<file path="config.mk">
export PLATFORM = sky130hd
export DESIGN_NAME = two_queue_page_replacer_flat
export DESIGN_NICKNAME = d
export VERILOG_FILES = /design/src/rtl/tqpr_pkg.sv /design/src/rtl/tqpr_req_if.sv /design/src/rtl/tqpr_rsp_if.sv /design/src/rtl/tqpr_ram.sv /design/src/rtl/two_queue_page_replacer.sv /design/src/flat_wrapper.sv
export SDC_FILE = /design/constraint.sdc
export NUM_CORES = 2
export LEC_CHECK = 0
export BUFFER_PORTS_ARGS = -buffer_cell sky130_fd_sc_hd__buf_4
export CORE_ASPECT_RATIO = 2
export CORE_UTILIZATION = 55
export CTS_CLUSTER_SIZE = 40
export DETAILED_ROUTE_END_ITERATION = 8
export PLACE_DENSITY = 0.71
export SETUP_SLACK_MARGIN = 0.4
export SYNTH_ARGS = -nofsm -noshare
export SYNTH_HDL_FRONTEND = slang
export SYNTH_SLANG_ARGS = --single-unit
</file>
<file path="constraint.sdc">
create_clock -name clk -period 6.32 [get_ports clk]
set_input_delay 1.264 -clock clk [delete_from_list [all_inputs] [get_ports clk]]
set_output_delay 1.264 -clock clk [all_outputs]
set_load 0.01 [all_outputs]
</file>
<file path="src/rtl/tqpr_pkg.sv">
// Shared constants for the two-queue page replacer.
package tqpr_pkg;

    // Default number of buffer frames tracked.
    localparam int FRAMES_DEFAULT = 64;

    // Fixed payload widths.
    localparam int FUNC_W  = 2;
    localparam int FRAME_W = 6;
    localparam int COUNT_W = 7;

    // Operation codes carried in the func field.
    localparam logic [FUNC_W-1:0] FUNC_VICTIM = 2'd0;
    localparam logic [FUNC_W-1:0] FUNC_PIN    = 2'd1;
    localparam logic [FUNC_W-1:0] FUNC_UNPIN  = 2'd2;

    // List selectors.
    localparam logic LIST_COLD = 1'b0;
    localparam logic LIST_HOT  = 1'b1;

endpackage

</file>
<file path="src/rtl/tqpr_req_if.sv">
// Request channel interface: operation code and frame index.
interface tqpr_req_if;
    logic                          valid;
    logic                          ready;
    logic [tqpr_pkg::FUNC_W-1:0]   func;
    logic [tqpr_pkg::FRAME_W-1:0]  frame;

    modport source (output valid, output func, output frame, input ready);
    modport sink   (input valid, input func, input frame, output ready);
endinterface

</file>
<file path="src/rtl/tqpr_rsp_if.sv">
// Response channel interface: victim result and list counts.
interface tqpr_rsp_if;
    logic                          valid;
    logic                          ready;
    logic                          victim_found;
    logic [tqpr_pkg::FRAME_W-1:0]  victim_frame;
    logic [tqpr_pkg::COUNT_W-1:0]  evictable_count;
    logic [tqpr_pkg::COUNT_W-1:0]  cold_count;
    logic [tqpr_pkg::COUNT_W-1:0]  hot_count;

    modport source (output valid, output victim_found, output victim_frame,
                    output evictable_count, output cold_count, output hot_count,
                    input ready);
    modport sink   (input valid, input victim_found, input victim_frame,
                    input evictable_count, input cold_count, input hot_count,
                    output ready);
endinterface

</file>
<file path="src/rtl/tqpr_ram.sv">
// Generic simple dual-port RAM with one write port and a registered read.
module tqpr_ram #(
    parameter int WIDTH = 8,
    parameter int DEPTH = 64
) (
    input  logic                     clk,
    input  logic                     we,
    input  logic [$clog2(DEPTH)-1:0] waddr,
    input  logic [WIDTH-1:0]         wdata,
    input  logic [$clog2(DEPTH)-1:0] raddr,
    output logic [WIDTH-1:0]         rdata
);

    logic [WIDTH-1:0] mem [DEPTH];

    // Write first in program order does not matter: read returns old data on a collision.
    always_ff @(posedge clk)
    begin
        if (we)
        begin
            mem[waddr] <= wdata;
        end
        rdata <= mem[raddr];
    end

endmodule

</file>
<file path="src/rtl/two_queue_page_replacer.sv">
// Two-queue (FIFO cold list, LRU hot list) page replacer with linked lists in RAM.
//
//  Channel | Direction | Beat contents
//  --------+-----------+---------------------------------------------------------
//  req     | in        | func (victim, pin, unpin), frame
//  rsp     | out       | victim_found, victim_frame, evictable/cold/hot counts
//
// Each frame owns one RAM word {tracked, hot, pinned, next, prev}; every link
// update is a read-modify-write of that word, one word at a time.
// Pin runs fetch and examine; unpin adds a read and write per neighbor relinked and a
// self write; victim repeats fetch and examine per list entry, then relinks (no walk
// when nothing is evictable); the single RAM port and the tail-to-head walk set this order.
// After reset the block clears the tracked bits of all frames before req.ready.
// A finished beat waits in the output register; the next request is taken meanwhile.
module two_queue_page_replacer #(
    parameter int FRAMES = tqpr_pkg::FRAMES_DEFAULT
) (
    input  logic      clk,
    input  logic      rst_n,
    tqpr_req_if.sink  req,
    tqpr_rsp_if.source rsp
);

    localparam int IW    = (FRAMES > 1) ? $clog2(FRAMES) : 1;
    localparam int CW    = $clog2(FRAMES + 1);
    localparam int WW    = 3 + 2 * IW;
    localparam int CNT_W = tqpr_pkg::COUNT_W;
    localparam int FRM_W = tqpr_pkg::FRAME_W;

    // Word bit positions.
    localparam int B_TRK = WW - 1;
    localparam int B_HOT = WW - 2;
    localparam int B_PIN = WW - 3;

    typedef enum logic [7:0] {
        S_CLEAR  = 8'b0000_0001,
        S_IDLE   = 8'b0000_0010,
        S_FETCH  = 8'b0000_0100,
        S_EXAM   = 8'b0000_1000,
        S_FIX_RD = 8'b0001_0000,
        S_FIX_WR = 8'b0010_0000,
        S_SELF   = 8'b0100_0000,
        S_DONE   = 8'b1000_0000
    } state_t;

    state_t                 state_reg, state_next;
    logic [IW-1:0]          clr_reg, clr_next;
    logic [FRM_W-1:0]       unused_frame;
    logic [tqpr_pkg::FUNC_W-1:0] op_reg, op_next;
    logic [IW-1:0]          cur_reg, cur_next;
    logic [CW-1:0]          left_reg, left_next;
    logic                   lsel_reg, lsel_next;
    logic [IW-1:0]          head_reg [2];
    logic [IW-1:0]          head_next [2];
    logic [IW-1:0]          tail_reg [2];
    logic [IW-1:0]          tail_next [2];
    logic [CW-1:0]          len_reg [2];
    logic [CW-1:0]          len_next [2];
    logic [CW-1:0]          cold_cnt_reg, cold_cnt_next;
    logic [CW-1:0]          hot_cnt_reg, hot_cnt_next;
    logic                   pjob_reg, pjob_next;
    logic                   njob_reg, njob_next;
    logic                   hjob_reg, hjob_next;
    logic [IW-1:0]          p_addr_reg, p_addr_next;
    logic [IW-1:0]          p_val_reg, p_val_next;
    logic [IW-1:0]          n_addr_reg, n_addr_next;
    logic [IW-1:0]          n_val_reg, n_val_next;
    logic [IW-1:0]          h_addr_reg, h_addr_next;
    logic [WW-1:0]          self_reg, self_next;
    logic                   found_reg, found_next;
    logic                   ovalid_reg, ovalid_next;
    logic                   ofound_reg, ofound_next;
    logic [FRM_W-1:0]       oframe_reg, oframe_next;
    logic [CNT_W-1:0]       oevict_reg, oevict_next;
    logic [CNT_W-1:0]       ocold_reg, ocold_next;
    logic [CNT_W-1:0]       ohot_reg, ohot_next;

    logic                   ram_we;
    logic [IW-1:0]          ram_waddr;
    logic [WW-1:0]          ram_wdata;
    logic [IW-1:0]          ram_raddr;
    logic [WW-1:0]          rdata;

    logic                   d_trk, d_hot, d_pin;
    logic [IW-1:0]          d_nxt, d_prv;
    logic [IW-1:0]          job_addr;
    logic                   frame_ok;

    assign d_trk = rdata[B_TRK];
    assign d_hot = rdata[B_HOT];
    assign d_pin = rdata[B_PIN];
    assign d_nxt = rdata[2*IW-1:IW];
    assign d_prv = rdata[IW-1:0];

    assign unused_frame = req.frame;
    assign frame_ok = (32'(unused_frame) < FRAMES);

    // Pending neighbor fix in priority order.
    assign job_addr = pjob_reg ? p_addr_reg : (njob_reg ? n_addr_reg : h_addr_reg);

    assign req.ready           = (state_reg == S_IDLE);
    assign rsp.valid           = ovalid_reg;
    assign rsp.victim_found    = ofound_reg;
    assign rsp.victim_frame    = oframe_reg;
    assign rsp.evictable_count = oevict_reg;
    assign rsp.cold_count      = ocold_reg;
    assign rsp.hot_count       = ohot_reg;

    tqpr_ram #(
        .WIDTH (WW),
        .DEPTH (FRAMES)
    ) u_ram (
        .clk   (clk),
        .we    (ram_we),
        .waddr (ram_waddr),
        .wdata (ram_wdata),
        .raddr (ram_raddr),
        .rdata (rdata)
    );

    // Sequencer next-state and datapath.
    always_comb
    begin
        logic           l;
        logic           head_is;
        logic           tail_is;
        logic [CW-1:0]  len1a;
        logic [IW-1:0]  head1a;
        logic [IW-1:0]  nxt;
        logic [WW-1:0]  fixw;

        state_next    = state_reg;
        clr_next      = clr_reg;
        op_next       = op_reg;
        cur_next      = cur_reg;
        left_next     = left_reg;
        lsel_next     = lsel_reg;
        head_next     = head_reg;
        tail_next     = tail_reg;
        len_next      = len_reg;
        cold_cnt_next = cold_cnt_reg;
        hot_cnt_next  = hot_cnt_reg;
        pjob_next     = pjob_reg;
        njob_next     = njob_reg;
        hjob_next     = hjob_reg;
        p_addr_next   = p_addr_reg;
        p_val_next    = p_val_reg;
        n_addr_next   = n_addr_reg;
        n_val_next    = n_val_reg;
        h_addr_next   = h_addr_reg;
        self_next     = self_reg;
        found_next    = found_reg;
        ovalid_next   = ovalid_reg;
        ofound_next   = ofound_reg;
        oframe_next   = oframe_reg;
        oevict_next   = oevict_reg;
        ocold_next    = ocold_reg;
        ohot_next     = ohot_reg;

        ram_we    = 1'b0;
        ram_waddr = cur_reg;
        ram_wdata = self_reg;
        ram_raddr = cur_reg;

        l       = tqpr_pkg::LIST_COLD;
        head_is = 1'b0;
        tail_is = 1'b0;
        len1a   = '0;
        head1a  = '0;
        nxt     = '0;
        fixw    = rdata;

        if (rsp.ready)
        begin
            ovalid_next = 1'b0;
        end

        case (state_reg)
            S_CLEAR:
            begin
                ram_we    = 1'b1;
                ram_waddr = clr_reg;
                ram_wdata = '0;
                clr_next  = clr_reg + IW'(1);
                if (clr_reg == IW'(FRAMES - 1))
                begin
                    state_next = S_IDLE;
                end
            end

            S_IDLE:
            begin
                if (req.valid)
                begin
                    op_next    = req.func;
                    found_next = 1'b0;
                    cur_next   = IW'(req.frame);
                    state_next = S_DONE;
                    case (req.func)
                        tqpr_pkg::FUNC_VICTIM:
                        begin
                            lsel_next = (cold_cnt_reg != '0) ? tqpr_pkg::LIST_COLD
                                                             : tqpr_pkg::LIST_HOT;
                            cur_next  = tail_reg[lsel_next];
                            left_next = len_reg[lsel_next];
                            if ((cold_cnt_reg != '0 || hot_cnt_reg != '0) &&
                                len_reg[lsel_next] != '0)
                            begin
                                state_next = S_FETCH;
                            end
                        end
                        tqpr_pkg::FUNC_PIN,
                        tqpr_pkg::FUNC_UNPIN:
                        begin
                            if (frame_ok)
                            begin
                                state_next = S_FETCH;
                            end
                        end
                        default:
                        begin
                            state_next = S_DONE;
                        end
                    endcase
                end
            end

            S_FETCH:
            begin
                ram_raddr  = cur_reg;
                state_next = S_EXAM;
            end

            S_EXAM:
            begin
                pjob_next  = 1'b0;
                njob_next  = 1'b0;
                hjob_next  = 1'b0;
                state_next = S_DONE;
                case (op_reg)
                    tqpr_pkg::FUNC_PIN:
                    begin
                        // Mark pinned; the frame stays in its list.
                        if (d_trk && !d_pin)
                        begin
                            ram_we    = 1'b1;
                            ram_waddr = cur_reg;
                            fixw[B_PIN] = 1'b1;
                            ram_wdata = fixw;
                            if (d_hot)
                            begin
                                hot_cnt_next = hot_cnt_reg - CW'(1);
                            end
                            else
                            begin
                                cold_cnt_next = cold_cnt_reg - CW'(1);
                            end
                        end
                    end

                    tqpr_pkg::FUNC_UNPIN:
                    begin
                        if (!d_trk)
                        begin
                            // New cold frame at the FIFO front.
                            if (len_reg[0] == '0)
                            begin
                                tail_next[0] = cur_reg;
                                nxt          = cur_reg;
                            end
                            else
                            begin
                                nxt         = head_reg[0];
                                hjob_next   = 1'b1;
                                h_addr_next = head_reg[0];
                            end
                            head_next[0]  = cur_reg;
                            len_next[0]   = len_reg[0] + CW'(1);
                            cold_cnt_next = cold_cnt_reg + CW'(1);
                            self_next     = {1'b1, 1'b0, 1'b0, nxt, cur_reg};
                        end
                        else
                        begin
                            // Unlink from its list, then push to the LRU front.
                            l       = d_hot;
                            head_is = (head_reg[l] == cur_reg);
                            tail_is = (tail_reg[l] == cur_reg);
                            head_next[l] = head_is ? d_nxt : head_reg[l];
                            tail_next[l] = tail_is ? d_prv : tail_reg[l];
                            len_next[l]  = len_reg[l] - CW'(1);
                            pjob_next    = !head_is;
                            p_addr_next  = d_prv;
                            p_val_next   = d_nxt;
                            njob_next    = !tail_is;
                            n_addr_next  = d_nxt;
                            n_val_next   = d_prv;
                            len1a  = len_next[1];
                            head1a = head_next[1];
                            if (len1a == '0)
                            begin
                                tail_next[1] = cur_reg;
                                nxt          = cur_reg;
                            end
                            else
                            begin
                                nxt         = head1a;
                                hjob_next   = 1'b1;
                                h_addr_next = head1a;
                            end
                            head_next[1] = cur_reg;
                            len_next[1]  = len1a + CW'(1);
                            if (!d_hot && !d_pin)
                            begin
                                cold_cnt_next = cold_cnt_reg - CW'(1);
                                hot_cnt_next  = hot_cnt_reg + CW'(1);
                            end
                            else if (d_pin)
                            begin
                                hot_cnt_next = hot_cnt_reg + CW'(1);
                            end
                            self_next = {1'b1, 1'b1, 1'b0, nxt, cur_reg};
                        end
                        state_next = S_SELF;
                        if (pjob_next || njob_next || hjob_next)
                        begin
                            state_next = S_FIX_RD;
                        end
                    end

                    tqpr_pkg::FUNC_VICTIM:
                    begin
                        if (32'(cur_reg) >= FRAMES)
                        begin
                            state_next = S_DONE;
                        end
                        else if (d_hot == lsel_reg && !d_pin)
                        begin
                            // Oldest evictable entry: unlink and drop it.
                            l       = lsel_reg;
                            head_is = (head_reg[l] == cur_reg);
                            tail_is = (tail_reg[l] == cur_reg);
                            head_next[l] = head_is ? d_nxt : head_reg[l];
                            tail_next[l] = tail_is ? d_prv : tail_reg[l];
                            len_next[l]  = len_reg[l] - CW'(1);
                            pjob_next    = !head_is;
                            p_addr_next  = d_prv;
                            p_val_next   = d_nxt;
                            njob_next    = !tail_is;
                            n_addr_next  = d_nxt;
                            n_val_next   = d_prv;
                            if (l == tqpr_pkg::LIST_COLD)
                            begin
                                cold_cnt_next = cold_cnt_reg - CW'(1);
                            end
                            else
                            begin
                                hot_cnt_next = hot_cnt_reg - CW'(1);
                            end
                            fixw[B_TRK] = 1'b0;
                            self_next   = fixw;
                            found_next  = 1'b1;
                            state_next  = (pjob_next || njob_next) ? S_FIX_RD : S_SELF;
                        end
                        else if (left_reg == CW'(1))
                        begin
                            state_next = S_DONE;
                        end
                        else
                        begin
                            left_next  = left_reg - CW'(1);
                            cur_next   = d_prv;
                            state_next = S_FETCH;
                        end
                    end

                    default:
                    begin
                        state_next = S_DONE;
                    end
                endcase
            end

            S_FIX_RD:
            begin
                ram_raddr  = job_addr;
                state_next = S_FIX_WR;
            end

            S_FIX_WR:
            begin
                // Patch one link of a neighbor word.
                ram_we    = 1'b1;
                ram_waddr = job_addr;
                if (pjob_reg)
                begin
                    fixw[2*IW-1:IW] = p_val_reg;
                    pjob_next = 1'b0;
                end
                else if (njob_reg)
                begin
                    fixw[IW-1:0] = n_val_reg;
                    njob_next = 1'b0;
                end
                else
                begin
                    fixw[IW-1:0] = cur_reg;
                    hjob_next = 1'b0;
                end
                ram_wdata  = fixw;
                state_next = (pjob_next || njob_next || hjob_next) ? S_FIX_RD : S_SELF;
            end

            S_SELF:
            begin
                ram_we     = 1'b1;
                ram_waddr  = cur_reg;
                ram_wdata  = self_reg;
                state_next = S_DONE;
            end

            S_DONE:
            begin
                // Load the result beat once the output register is free.
                if (!ovalid_reg || rsp.ready)
                begin
                    ovalid_next = 1'b1;
                    ofound_next = found_reg;
                    oframe_next = found_reg ? FRM_W'(cur_reg) : '0;
                    oevict_next = CNT_W'(cold_cnt_reg + hot_cnt_reg);
                    ocold_next  = CNT_W'(cold_cnt_reg);
                    ohot_next   = CNT_W'(hot_cnt_reg);
                    state_next  = S_IDLE;
                end
            end

            default:
            begin
                state_next = S_IDLE;
            end
        endcase
    end

    // Control state.
    always_ff @(posedge clk or negedge rst_n)
    begin
        if (!rst_n)
        begin
            state_reg    <= S_CLEAR;
            clr_reg      <= '0;
            len_reg[0]   <= '0;
            len_reg[1]   <= '0;
            cold_cnt_reg <= '0;
            hot_cnt_reg  <= '0;
            pjob_reg     <= 1'b0;
            njob_reg     <= 1'b0;
            hjob_reg     <= 1'b0;
            ovalid_reg   <= 1'b0;
        end
        else
        begin
            state_reg    <= state_next;
            clr_reg      <= clr_next;
            len_reg      <= len_next;
            cold_cnt_reg <= cold_cnt_next;
            hot_cnt_reg  <= hot_cnt_next;
            pjob_reg     <= pjob_next;
            njob_reg     <= njob_next;
            hjob_reg     <= hjob_next;
            ovalid_reg   <= ovalid_next;
        end
    end

    // Payload registers.
    always_ff @(posedge clk)
    begin
        op_reg      <= op_next;
        cur_reg     <= cur_next;
        left_reg    <= left_next;
        lsel_reg    <= lsel_next;
        head_reg    <= head_next;
        tail_reg    <= tail_next;
        p_addr_reg  <= p_addr_next;
        p_val_reg   <= p_val_next;
        n_addr_reg  <= n_addr_next;
        n_val_reg   <= n_val_next;
        h_addr_reg  <= h_addr_next;
        self_reg    <= self_next;
        found_reg   <= found_next;
        ofound_reg  <= ofound_next;
        oframe_reg  <= oframe_next;
        oevict_reg  <= oevict_next;
        ocold_reg   <= ocold_next;
        ohot_reg    <= ohot_next;
    end

`ifndef NO_ASSERTIONS
    // Unpinned cold frames never outnumber the cold list.
    a_cold_le_len: assert property (@(posedge clk) disable iff (!rst_n)
        cold_cnt_reg <= len_reg[0])
        else $error("cold count exceeds cold list length");

    // Unpinned hot frames never outnumber the hot list.
    a_hot_le_len: assert property (@(posedge clk) disable iff (!rst_n)
        hot_cnt_reg <= len_reg[1])
        else $error("hot count exceeds hot list length");

    // Both lists together never hold more than all frames.
    a_len_total: assert property (@(posedge clk) disable iff (!rst_n)
        (32'(len_reg[0]) + 32'(len_reg[1])) <= FRAMES)
        else $error("list lengths exceed frame count");

    // A list word is examined only in the cycle after its read was issued.
    a_exam_after_fetch: assert property (@(posedge clk) disable iff (!rst_n)
        (state_reg == S_EXAM) |-> ($past(state_reg) == S_FETCH))
        else $error("examine without a preceding fetch");

    // No victim means the reported frame is zero.
    a_no_victim_zero: assert property (@(posedge clk) disable iff (!rst_n)
        (ovalid_reg && !ofound_reg) |-> (oframe_reg == '0))
        else $error("victim frame nonzero without a victim");
`endif

endmodule
</file>
<file path="src/flat_wrapper.sv">
// flat-port wrapper written by rule: the top's interface ports become plain ports
module two_queue_page_replacer_flat 
#(
    parameter int FRAMES = tqpr_pkg::FRAMES_DEFAULT
)
  (clk, rst_n, req_valid, req_func, req_frame, req_ready, rsp_valid, rsp_victim_found, rsp_victim_frame, rsp_evictable_count, rsp_cold_count, rsp_hot_count, rsp_ready);
  tqpr_req_if req_i ();
  tqpr_rsp_if rsp_i ();
  input  logic clk;
  input  logic rst_n;
  input wire logic [$bits(req_i.valid)-1:0] req_valid;
  input wire logic [$bits(req_i.func)-1:0] req_func;
  input wire logic [$bits(req_i.frame)-1:0] req_frame;
  output wire logic [$bits(req_i.ready)-1:0] req_ready;
  output wire logic [$bits(rsp_i.valid)-1:0] rsp_valid;
  output wire logic [$bits(rsp_i.victim_found)-1:0] rsp_victim_found;
  output wire logic [$bits(rsp_i.victim_frame)-1:0] rsp_victim_frame;
  output wire logic [$bits(rsp_i.evictable_count)-1:0] rsp_evictable_count;
  output wire logic [$bits(rsp_i.cold_count)-1:0] rsp_cold_count;
  output wire logic [$bits(rsp_i.hot_count)-1:0] rsp_hot_count;
  input wire logic [$bits(rsp_i.ready)-1:0] rsp_ready;
  assign req_i.valid = req_valid;
  assign req_i.func = req_func;
  assign req_i.frame = req_frame;
  assign req_ready = req_i.ready;
  assign rsp_valid = rsp_i.valid;
  assign rsp_victim_found = rsp_i.victim_found;
  assign rsp_victim_frame = rsp_i.victim_frame;
  assign rsp_evictable_count = rsp_i.evictable_count;
  assign rsp_cold_count = rsp_i.cold_count;
  assign rsp_hot_count = rsp_i.hot_count;
  assign rsp_i.ready = rsp_ready;
  two_queue_page_replacer #(.FRAMES(FRAMES)) u_core (.clk(clk), .rst_n(rst_n), .req(req_i), .rsp(rsp_i));
endmodule
</file>
======== Yosys cells after proc, flatten, opt, wreduce, memory -nomap -nowiden ========
Memory sizes are Yosys's and may differ from the RTL's. A register that Yosys moved wholly into a read port is not among the register bits.
Index checks and enable logic that the tools add are counted.
word-level totals
  register bits after elaboration ......... 148
  bits in latches ......................... 0
  memory bits (writable) .................. 960
  ROM bits ................................ 0
  input port bits ......................... 12
  output and inout port bits .............. 30
  memories ................................ 1
operators by class
  $add $sub $neg .......................... 11
  multiply operators ...................... 0
  div/mod/pow operators ................... 0
  magnitude comparators ................... 5
  eq/ne operators ......................... 39
  shift operators ......................... 0
  mux-type cells .......................... 157
  bitwise gates (word level) .............. 3
  reduce and logical (&&, ||, !) cells .... 46
memories
  memory            depth  width  read ports  clocked after memory_dff  write ports  line            RTL
  u_core.u_ram.mem  64     15     1           1                         1            tqpr_ram.sv:14  logic [WIDTH-1:0] mem [DEPTH];
operators by type and width
  kind                                                                number
  6-bit two-way mux                                                   47
  7-bit two-way mux                                                   34
  8-bit one-hot mux with 8 select lines                               1
  12-bit bitwise mux                                                  4
  8-bit two-way mux                                                   6
  12-bit one-hot mux with 2 select lines                              2
  6-bit one-hot mux with 2 select lines                               4
  15-bit two-way mux                                                  3
  15-bit one-hot mux with 3 select lines                              1
  7-bit one-hot mux with 3 select lines                               2
  7-bit by 1-bit subtractor with 7-bit output, second input constant  5
  8-bit one-hot mux with 2 select lines                               2
  1-bit two-way mux                                                   31
  15-bit one-hot mux with 2 select lines                              1
  7-bit by 1-bit adder with 7-bit output, second input constant       4
  14-bit bitwise mux                                                  2
  14-bit two-way mux                                                  2
  14-bit one-hot mux with 2 select lines                              1
  6-bit == test                                                       4
  12-bit two-way mux                                                  2
  7-bit nonzero test                                                  3
  2-bit inequality test, second input constant                        10
  4-bit AND reduction                                                 4
  7-bit demux with 1-bit select                                       2
  38 further kinds                                                    84

======== Longest topological paths before layout ========
  depth after elaboration ................. 15
  mapped depth ............................ 16

======== Modules after synthesis ========
From an unflattened synthesis, not the netlist that was laid out.
second synthesis, totals
  cells, all modules ...................... 2745
  area total of the unflattened synthesis .. 47428.0 µm²
modules (own cells, without submodules)
  module                   instances  cells each  area each (µm²)
  tqpr_ram                 1          1751        37622.3
  two_queue_page_replacer  1          994         9805.7

======== Least setup slack after synthesis ========
No wires, ideal clock.
  kind .................................... reg2reg
  start ................................... reg u_core.state_reg[2]
  end ..................................... mem u_core.u_ram.mem[0][5] in the netlist's numbering (data pin)
  data arrival time ....................... 4059 ps
  data required time ...................... 5618 ps
  setup slack ............................. 1560 ps
  stages on the path, launching flop included .. 6
  buffers on the path ..................... 0
  clock period less this slack ............ 4760 ps
  path through ............................ dfrtp_1 nor4_1 nand2_1 nor3_1 nand2_1 o21ai_0
between the ends
  longest elaborated chain between the ends .. 2
RTL lines
  element                                                                 line                            RTL
  from (decl)                                                             two_queue_page_replacer.sv:46   state_t state_reg, state_next;
  from (signal assigned)                                                  two_queue_page_replacer.sv:461  state_reg <= state_next;
  8-bit by 6-bit == test with 1-bit output, or another cell as far along  two_queue_page_replacer.sv:178  case (state_reg)
  15-bit one-hot mux with 3 select lines *                                two_queue_page_replacer.sv:178
  net u_core.ram_wdata[5]                                                 two_queue_page_replacer.sv:80   logic [WW-1:0] ram_wdata;
  to (decl)                                                               tqpr_ram.sv:14
Mark *: on every way through the listed nets, which the timed path passes. The rest lies on a longest branch.

======== Worst setup path in the final report ========
  start ................................... reg u_core.njob_reg
  end ..................................... reg u_core.u_ram.rdata[0] (read register of u_core.u_ram.mem)
between the ends
  longest elaborated chain between the ends .. 3
RTL lines
  element                         line                            RTL
  from (decl)                     two_queue_page_replacer.sv:62   logic njob_reg, njob_next;
  from (signal assigned)          two_queue_page_replacer.sv:467  njob_reg <= njob_next;
  6-bit two-way mux (2 in a row)  two_queue_page_replacer.sv:99   assign job_addr = pjob_reg ? p_addr_reg : (njob_reg ? n_addr_reg : h_addr_reg);
  6-bit two-way mux               two_queue_page_replacer.sv:178
  to (decl)                       tqpr_ram.sv:11                  output logic [WIDTH-1:0] rdata
No other way between the ends.
A chain may end at the register's enable or synchronous reset.

==> results.sh <==
export IMPL_outcome="finished, violations left"
export IMPL_violations="max-capacitance violations, max-slew violations"
export IMPL_wl_per_cell_um=30.0
export IMPL_drc=0
export IMPL_start_util=0.556
export IMPL_slew_headroom=-0.0395
export IMPL_leakage_nw=18.5
export IMPL_worstSetupPathType="reg -> reg"
export IMPL_hold_slack_ns=0.552
export IMPL_cts_max_level=3
export IMPL_synth_top_flop_cell="edfxtp_1"
export IMPL_irDropWorstVdd_uv=229
export IMPL_critPathMostFrequentCell="buf_4"
export IMPL_finalCritPeriodShare=0.906
export IMPL_dpl_cell_area_mm2=0.0498
export IMPL_drive_gt1_frac=0.101
export IMPL_synth_top_family_by_area="simple AND/OR/NAND/NOR gates"
export IMPL_async_reset_ff_frac=0.0410
export IMPL_grt_max_degree=138
export IMPL_hold_buffers=0
export IMPL_synth_warnings=0
export IMPL_synth_area_leaders="edfxtp_1, nand2_1, nand3_1, dfrtp_1, a31oi_1"
export IMPL_seqPwrFrac=0.423
export IMPL_dr_pass1_iters=8
export IMPL_reg2reg_from="u_core.njob_reg"
export IMPL_final_util=0.619
export IMPL_total_power_mw=20.5
export IMPL_cts_buffer_depth=3
export IMPL_yosys_top_cells_count="edfxtp_1, nand2_1, nand3_1"
export IMPL_synthMostInstantiatedCell="edfxtp_1"
export IMPL_synth_top_cell_area_share=0.668
export IMPL_skew_ns=0.0371
export IMPL_grt_pass1_wl_um=223000
export IMPL_grt_usage=0.359
export IMPL_max_clock_freq_mhz=175
export IMPL_ys_seq_area_frac=0.699
export IMPL_synth_seq_cells=1123
export IMPL_numPortBuffers=41
export IMPL_critPathMaxFanout=52
export IMPL_worstPathArrival_ns=6.36
export IMPL_syn_avg_cell_area_um2=12.2
export IMPL_synthCells=3899
export IMPL_die_y_um=419
export IMPL_cts_resized=0
export IMPL_largest_reg_flops=960
export IMPL_reg2reg_slack_ns=0.60
export IMPL_die_w_um=210
export IMPL_cts_buffers=95
export IMPL_antenna_left=0
export IMPL_synth_xor_area_share=0.0136
export IMPL_drt_total_wl_um=155000
export IMPL_viasPerCell=6.48
export IMPL_die_area_mm2=0.0880
export IMPL_antenna_found_initial=20
export IMPL_path_cells="mux2_2 > o2111ai_4 > nand2_4 > buf_4 > nor2_4 > buf_4 > nand3_1 > a31oi_1 > or4_1"
export IMPL_dp_cells=4985
export IMPL_syn_num_nets=3937
export IMPL_vias=33500
export IMPL_clock_sinks=1123
export IMPL_synthDistinctLibCells=75
export IMPL_setup_tns_ns=0
export IMPL_share_comb_of_total_power=0.271
export IMPL_clkTransAtPathRegs_ns=0.08
export IMPL_p_per_area_mw_per_mm2=386
export IMPL_ios=42
export IMPL_clkPwrFrac=0.306
export IMPL_startpoint="u_core.njob_reg"
export IMPL_drt_iter0_markers=4453
export IMPL_hp_start="u_core.len_reg[6]"
export IMPL_grt_overflow_total=0
export IMPL_syn_area_mm2=0.0477
export IMPL_power_internal_mw=13.5
export IMPL_rsz0062_at_grt="false"
export IMPL_synth_edf_count=1062
export IMPL_core_area_mm2=0.0858
export IMPL_fin_ws_ns=0.596
export IMPL_layoutNonFillerInstCount=5167
export IMPL_cpPeakStageDelay_ns=1.01
export IMPL_finalSetupViolCount=0
export IMPL_required_ns=6.96
export IMPL_synth_largest_area_cell="edfxtp_1"
export IMPL_tightest_slew_ns=1.56
export IMPL_clk_latency_ns=0.71
export IMPL_min_period_ns=5.72
export IMPL_tritoncts="yes"
export IMPL_crit_path_start_kind="flop"
export IMPL_swShare=0.342
export IMPL_cpMaxStageDelayCell="a31oi_1"
export IMPL_gp_congestion=1.01
export IMPL_cts_root_buffer="clkbuf_16"
export IMPL_stdcell_area_mm2=0.0531
export IMPL_muxShareOfSynthArea=0.0174
export IMPL_synth_adder_area_share=0.00734
export IMPL_synth_compound_area_frac=0.0701
export IMPL_rows=152
export IMPL_drv_slew=2
export IMPL_min_path_type="reg -> reg"
export IMPL_grt_pass1_vias=32300
export IMPL_dpl_worst_slack_ns=0.980
export IMPL_finalHoldViolations=0
export IMPL_post_cts_setup_buffers=0
export IMPL_hpwl_um=97600
export IMPL_power_switching_mw=7.01
export IMPL_worstSetupEndpointType="flop"
export IMPL_yosys_area_share_simple=0.166
export IMPL_cap_viol_max_count=1
export IMPL_area_growth_pct=11.3
export IMPL_nets=3965
-- worst max-delay path: cells and delay by family (launching register included) --
kind	cells	cell delay, ns
DFF	1	0.79
AOI/OAI and AO/OA	2	1.84
muxes	1	0.46
buffers and inverters	2	1.08
and+or+nand+nor	4	1.31
-- area by class of cell --
cell class,instances,area [um^2]
tap,1155,1450
fill,6572,32700
multi-input combinational,2470,13300
timing repair buffer,188,1520
clock buffer,118,2550
antenna,6,15.0
sequential,1123,33300
clock inverter,58,726
inverter,49,184
-- path summary, 6_finish.rpt --
| kind | to | cells past startpoint |
|---|---|---|
| hold / removal | u_core.len_reg[6] | 1 |
| min in group asynchronous | u_core.cold_cnt_reg[1] | 1 |
| setup / recovery | u_core.u_ram.rdata[0] | 9 |
| hold reg to reg | u_core.len_reg[6] | 1 |
| setup reg to reg | u_core.u_ram.rdata[0] | 9 |
| max in group asynchronous | u_core.len_reg[4] | 1 |
-- logic make-up after synthesis --
logic type | Yosys count
AO/OA/AOI/OAI | 503
AND/OR/NAND/NOR | 1785
multiplexers | 81
adder cells (fa/ha/maj) | 27
buffers and inverters | 306
flip-flops | 1123
XOR/XNOR | 74
-- layer usage --
layer,GRT usage,share of wire,vias to the layer above
met5,0,0.00083,-
met4,0.341,0.11,20
met3,0.0817,0.087,631
met2,0.591,0.49,2002
met1,0.376,0.31,16400
li1,-,-,14400
-- power groups by stage --
stage                     Sequential [mW]  Clock, mW  Combinational [mW]
after floorplan                      8.61          0                3.39
after global placement               8.81          0                5.23
after detailed placement             8.81          0                5.29
after CTS                            8.65       6.29                5.32
after global routing                 8.68       6.56                5.84
final                                8.67       6.26                5.55
-- cell usage in the layout (no fill, tap or decap), types with 47 or more instances in the layout --
master / n
a211oi_1: 62
nand3_1: 512
a31oi_1: 127
buf_4: 179
o21ai_0: 81
mux2i_1: 62
nand2_1: 940
and3_1: 61
o2111ai_1: 58
clkbuf_16: 98
nor2_1: 117
a21oi_1: 64
xnor2_1: 47
edfxtp_1: 1062
No activity file was read; power rests on OpenSTA's default activity.
